--- src/hw/rtl/stt_pkg.sv ---
// ----------------------------------------------------------------------------
// stt_pkg
// Shared types, constants and helpers of the station table with resend
// schedule: word types, per-entry record, controller commands and status.
// ----------------------------------------------------------------------------
`default_nettype none

package stt_pkg;

    // sizing defaults
    localparam int ENTRIES_DEF     = 32;
    localparam int MAX_REPEATS_DEF = 4;
    localparam int MAX_OUT         = 32;
    localparam int EW              = 5;    // entry field width
    localparam int CW              = 6;    // corral slot width
    localparam int OUT_CNT_W       = 6;    // holds 0..MAX_OUT

    localparam logic [7:0]  BLANK    = 8'h20;
    localparam logic [31:0] TIME_MAX = 32'hFFFF_FFFF;

    // configuration register indexes
    localparam logic [2:0] CFG_REPEAT = 3'd0;
    localparam logic [2:0] CFG_DLY1   = 3'd1;
    localparam logic [2:0] CFG_DLY2   = 3'd2;
    localparam logic [2:0] CFG_DLY3   = 3'd3;
    localparam logic [2:0] CFG_DLY4   = 3'd4;
    localparam logic [2:0] CFG_RETAIN = 3'd5;

    // input opcodes
    localparam logic OP_HEARD = 1'b0;
    localparam logic OP_TICK  = 1'b1;

    // result kinds
    localparam logic [1:0] KIND_HEARD   = 2'd0;
    localparam logic [1:0] KIND_NOCALL  = 2'd1;
    localparam logic [1:0] KIND_REPORT  = 2'd2;
    localparam logic [1:0] KIND_NOREP   = 2'd3;

    typedef struct packed {
        logic        opcode;
        logic [63:0] call_low;
        logic [7:0]  call_high;
        logic [7:0]  overlay;
        logic [9:0]  call_suffix;
        logic        has_position;
    } t_in;

    typedef struct packed {
        logic [1:0]    kind;
        logic [EW-1:0] entry;
        logic [CW-1:0] corral_pos;
        logic [1:0]    repeat_number;
        logic [7:0]    overlay_out;
        logic [31:0]   heard_time;
        logic          last;
    } t_res;

    // one table entry as held in the memory
    typedef struct packed {
        logic [63:0]   call_low;
        logic [7:0]    call_high;
        logic [7:0]    overlay;
        logic [9:0]    suffix;
        logic [31:0]   heard;
        logic [2:0]    reps;
        logic [31:0]   due;
        logic [CW-1:0] corral;
    } t_entry;

    typedef enum logic [3:0] {
        ST_IDLE,
        ST_LK_RD,
        ST_LK_EV,
        ST_DECIDE,
        ST_SB_RD,
        ST_SB_EV,
        ST_SL_SRCH,
        ST_UP_RD,
        ST_UP_WR,
        ST_TK_RD,
        ST_TK_EV,
        ST_TK_FIN
    } t_state;

    typedef struct packed {
        logic load_hear;
        logic load_tick;
        logic emit_empty;
        logic rd_cnt;
        logic rd_tgt;
        logic lk_ev;
        logic decide;
        logic sb_ev;
        logic sl_step;
        logic upd;
        logic tk_ev;
        logic tk_fin;
    } t_cmd;

    typedef struct packed {
        logic empty;
        logic cnt_end;
        logic need_slot;
        logic slot_free;
    } t_sts;

    // saturating 32-bit add
    function automatic logic [31:0] add_sat(input logic [31:0] a, input logic [31:0] b);
        logic [32:0] s;
        s = {1'b0, a} + {1'b0, b};
        return s[32] ? TIME_MAX : s[31:0];
    endfunction

endpackage

`default_nettype wire

--- src/hw/rtl/stt_ctrl.sv ---
// ----------------------------------------------------------------------------
// stt_ctrl
// Controller: sequences lookup, slot search, update and tick scans.
// ----------------------------------------------------------------------------
`default_nettype none

module stt_ctrl (
    input  wire logic          i_clk,
    input  wire logic          i_rst_n,
    input  wire logic          i_start,
    input  wire logic          i_op,
    input  wire stt_pkg::t_sts i_sts,
    output stt_pkg::t_cmd      o_cmd,
    output logic               o_busy
);

    stt_pkg::t_state r_state, n_state;

    // state register
    always_ff @(posedge i_clk) begin
        if (!i_rst_n) begin
            r_state <= stt_pkg::ST_IDLE;
        end else begin
            r_state <= n_state;
        end
    end

    // next state and commands
    always_comb begin
        n_state = r_state;
        o_cmd   = '0;
        unique case (r_state)
            stt_pkg::ST_IDLE: begin
                if (i_start) begin
                    if (i_op == stt_pkg::OP_TICK) begin
                        o_cmd.load_tick = 1'b1;
                        n_state = stt_pkg::ST_TK_RD;
                    end else if (i_sts.empty) begin
                        o_cmd.emit_empty = 1'b1;
                    end else begin
                        o_cmd.load_hear = 1'b1;
                        n_state = stt_pkg::ST_LK_RD;
                    end
                end
            end
            stt_pkg::ST_LK_RD: begin
                o_cmd.rd_cnt = 1'b1;
                n_state = stt_pkg::ST_LK_EV;
            end
            stt_pkg::ST_LK_EV: begin
                o_cmd.lk_ev = 1'b1;
                n_state = i_sts.cnt_end ? stt_pkg::ST_DECIDE : stt_pkg::ST_LK_RD;
            end
            stt_pkg::ST_DECIDE: begin
                o_cmd.decide = 1'b1;
                n_state = i_sts.need_slot ? stt_pkg::ST_SB_RD : stt_pkg::ST_UP_RD;
            end
            stt_pkg::ST_SB_RD: begin
                o_cmd.rd_cnt = 1'b1;
                n_state = stt_pkg::ST_SB_EV;
            end
            stt_pkg::ST_SB_EV: begin
                o_cmd.sb_ev = 1'b1;
                n_state = i_sts.cnt_end ? stt_pkg::ST_SL_SRCH : stt_pkg::ST_SB_RD;
            end
            stt_pkg::ST_SL_SRCH: begin
                if (i_sts.slot_free) begin
                    n_state = stt_pkg::ST_UP_RD;
                end else begin
                    o_cmd.sl_step = 1'b1;
                end
            end
            stt_pkg::ST_UP_RD: begin
                o_cmd.rd_tgt = 1'b1;
                n_state = stt_pkg::ST_UP_WR;
            end
            stt_pkg::ST_UP_WR: begin
                o_cmd.upd = 1'b1;
                n_state = stt_pkg::ST_IDLE;
            end
            stt_pkg::ST_TK_RD: begin
                o_cmd.rd_cnt = 1'b1;
                n_state = stt_pkg::ST_TK_EV;
            end
            stt_pkg::ST_TK_EV: begin
                o_cmd.tk_ev = 1'b1;
                n_state = i_sts.cnt_end ? stt_pkg::ST_TK_FIN : stt_pkg::ST_TK_RD;
            end
            stt_pkg::ST_TK_FIN: begin
                o_cmd.tk_fin = 1'b1;
                n_state = stt_pkg::ST_IDLE;
            end
            default: begin
                n_state = stt_pkg::ST_IDLE;
            end
        endcase
    end

    assign o_busy = (r_state != stt_pkg::ST_IDLE);

endmodule

`default_nettype wire

--- config.mk ---
export PLATFORM = sky130hd
export DESIGN_NAME = stt_ctrl
export DESIGN_NICKNAME = d
export VERILOG_FILES = /design/src/hw/rtl/stt_pkg.sv /design/src/hw/rtl/stt_ctrl.sv
export SDC_FILE = /design/constraint.sdc
export NUM_CORES = 1
export LEC_CHECK = 0
export ABC_AREA = 1
export BUFFER_PORTS_ARGS = -buffer_cell sky130_fd_sc_hd__buf_2
export CELL_PAD_IN_SITES_DETAIL_PLACEMENT = 1
export CELL_PAD_IN_SITES_GLOBAL_PLACEMENT = 1
export CORE_ASPECT_RATIO = 1.1
export CORE_UTILIZATION = 22
export DETAILED_ROUTE_END_ITERATION = 8
export HOLD_SLACK_MARGIN = 0.02
export PLACE_DENSITY = 0.71
export SYNTH_ARGS = -nofsm -noshare
export SYNTH_HDL_FRONTEND = slang
export SYNTH_SLANG_ARGS = --single-unit
--- constraint.sdc ---
create_clock -name i_clk -period 0.95 [get_ports i_clk]
set_input_delay 0.0475 -clock i_clk [delete_from_list [all_inputs] [get_ports i_clk]]
set_output_delay 0.0475 -clock i_clk [all_outputs]
set_load 0.005 [all_outputs]
==> metrics.yaml <==
outcome:
  status: "finished with violations"
  failed_checks: "setup timing"
logic_synthesis:
  synth_ff_type: "dfxtp_1"
  synth_cells: 68
  ys_types: 15
  yosysTopAreaCell: "nand2_1"
  yosysMostFrequentCell: "nand2_1"
  async_flop_share: 0
  synth_nets: 76
  synth_area_um2: 358
  syn-mean-instance-area_um2: 5.26
  ys_seq_area_frac: 0.224
  synth_top_area_frac: 0.252
  synth_common_cells: "24 x nand2_1, 12 x inv_1, 12 x nor2_1"
  yosys-top-cells-area: "nand2_1 25%, dfxtp_1 22%, inv_1 13%"
  ys_warn_count: 0
  synth-edff-count: 0
  ys_ff_latch: 4
placement:
  gp_congestion: 0.778
  place_inst: 115
  dp.final_hpwl_um: 1050
  place_ws_ns: -0.188
  portBuffers: 20
sta:
  finalWorstSetupSlack_ns: -0.300
  tightest_slew_ns: 0.282
  rsz0062_at_grt: "true"
  setup_viol_count_final: 17
  fmax_mhz: 800
  drv_slew: 0
  hold_violations: 0
  min_period_ns: 1.25
  skew_ns: 0.0106
  slew_headroom: 0.811
  finalCritPeriodShare: 1.32
die:
  core_um2: 1440
  die-area_um2: 1790
  die_y_um: 44.3
  die_w_um: 40.5
  io_pins: 21
  rows: 14
  initial_core_util: 0.249
global_route:
  grt_pass1_vias: 536
  grt_pass1_wl_um: 2370
  gr-total-overflow: 0
  antenna_found_initial: 0
  grt_start_max_net_pins: 7
  grt_usage: 0.197
worst_setup_path:
  rrSetupSlack_ns: -0.21
  crit_type: "reg -> out"
  critical_path_arrival_ns: 1.20
  r2r_end: "r_state[1]"
  regToRegStartpoint: "r_state[2]"
  cp.required_ns: 0.90
  crit_path_max_fanout: 4
  r2r_cells: 7
  startpoint: "r_state[1]"
  critPathCaptureType: "output port"
  crit_path_start_kind: "register"
  crit_end: "o_cmd[10]"
clock_network:
  cts_buffers: 3
  cts-root-buf: "clkbuf_4"
  hold_buffers: 0
  clkTransAtPathRegs_ns: 0.05
  clk_latency_ns: 0.24
  clock-sinks: 4
  ctsLongestPathBuffers: 2
  cts_tree: "built"
  htree_levels: 1
cells_and_area:
  drive_above_1_share: 0.752
  area.growth.synth_to_final_pct: 125
  top_regs: "r_state x4"
  regMostFlops: "r_state"
  instances_no_fill: 125
  nNetsFinal: 119
  largest_register_ffs: 4
  antenna-diode-count: 0
power:
  peakVddDrop_mv: 0.985
  total_power_uw: 1640
  cellPowerDensity_nw_per_um2: 2040
  p_leak_uw: 0.000485
detailed_routing:
  vias: 577
  firstDrtPassIters: 4
  wl_um: 1840
  viasPerCell: 4.62
  drt_iter0_drc: 1
  drt_drc_violations_left: 0
  drtAntennaViolNets: 0
  wl_per_cell_um: 14.7
min_path:
  hold_depth: 3
  min_path_type: "in -> reg"
job:
  maxCapViolations: 0
## per-layer routing
layer  vias up  global-route usage  wire length (um)
met4         0              0.0800                31
met3         4              0.0201                41
met2        14               0.349              1040
met5         -                   0                 0
li1        283                   -                 -
met1       276               0.229               730
## cells by family (layout without fill, tap and decap cells)
kind of cell    after synthesis  after routing  synth area share
flops                         4              4             0.224
buf+inv                      15             56             0.157
simple gates                 46             46             0.573
compound gates                3              3            0.0454
## where the power goes
part	total, uW	switching [uW]	internal [uW]	leakage [uW]
combinational	1090	583	505	0.000436
clock	226	83.4	142	0.0000138
sequential	325	95.7	229	0.0000356
total	1640	762	877	0.000485
## critical path: stages (launching register included)
cell	delay, ns
dfxtp_4	0.37
inv_4	0.09
nand2_4	0.06
nor2_4	0.11
nand2_2	0.08
nor2_1	0.12
buf_2	0.14
## what timing repair did
action | in CTS | in global routing
pin swaps | 7 | 9
endpoints found under the setup margin | 17 | 17
gates resized for setup | 28 | 28
setup buffers | 2 | 5
## stage by stage
stage               utilization  TNS [ns]  area, um^2  hold slack (ns)
floorplan                     -         0         358            0.119
global placement          0.390    -0.876         561            0.307
detailed placement        0.390     -1.17         561            0.308
CTS                       0.464     -2.90         667           0.0605
global route              0.560     -4.78         805            0.117
finish                    0.560     -3.84         805            0.100
## how the worst min path moves through the flow
stage / to / startpoint / slack (ns)
after global routing: r_state[1] / i_sts[2] / 0.12
after CTS: r_state[1] / i_sts[2] / 0.06
after global placement: r_state[1] / i_sts[2] / 0.31
after detailed placement: r_state[1] / i_sts[2] / 0.31
after floorplan: o_cmd[11] / i_op / 0.12
final: r_state[1] / i_sts[2] / 0.10
## cells in the final DEF, fill, tap and decap left out
cell / n
a21oi_2: 1
a31oi_1: 1
buf_2: 18
buf_4: 13
buf_6: 7
clkbuf_4: 3
clkinv_2: 1
dfxtp_4: 4
inv_1: 7
inv_2: 3
inv_4: 4
nand2_1: 12
nand2_2: 8
nand2_4: 5
nand3_1: 1
nand3_2: 1
nor2_1: 5
nor2_2: 5
nor2_4: 5
nor3_2: 4
o21ai_0: 1
## cell type report
type	count	area [um^2]
repair buffers	38	267
flip-flops and latches	4	95.1
multi-input cells	49	333
well taps	16	20.0
clock buffers	3	22.5
inverters	15	67.6
fillers	199	632
(Power assumes the default switching activity.)
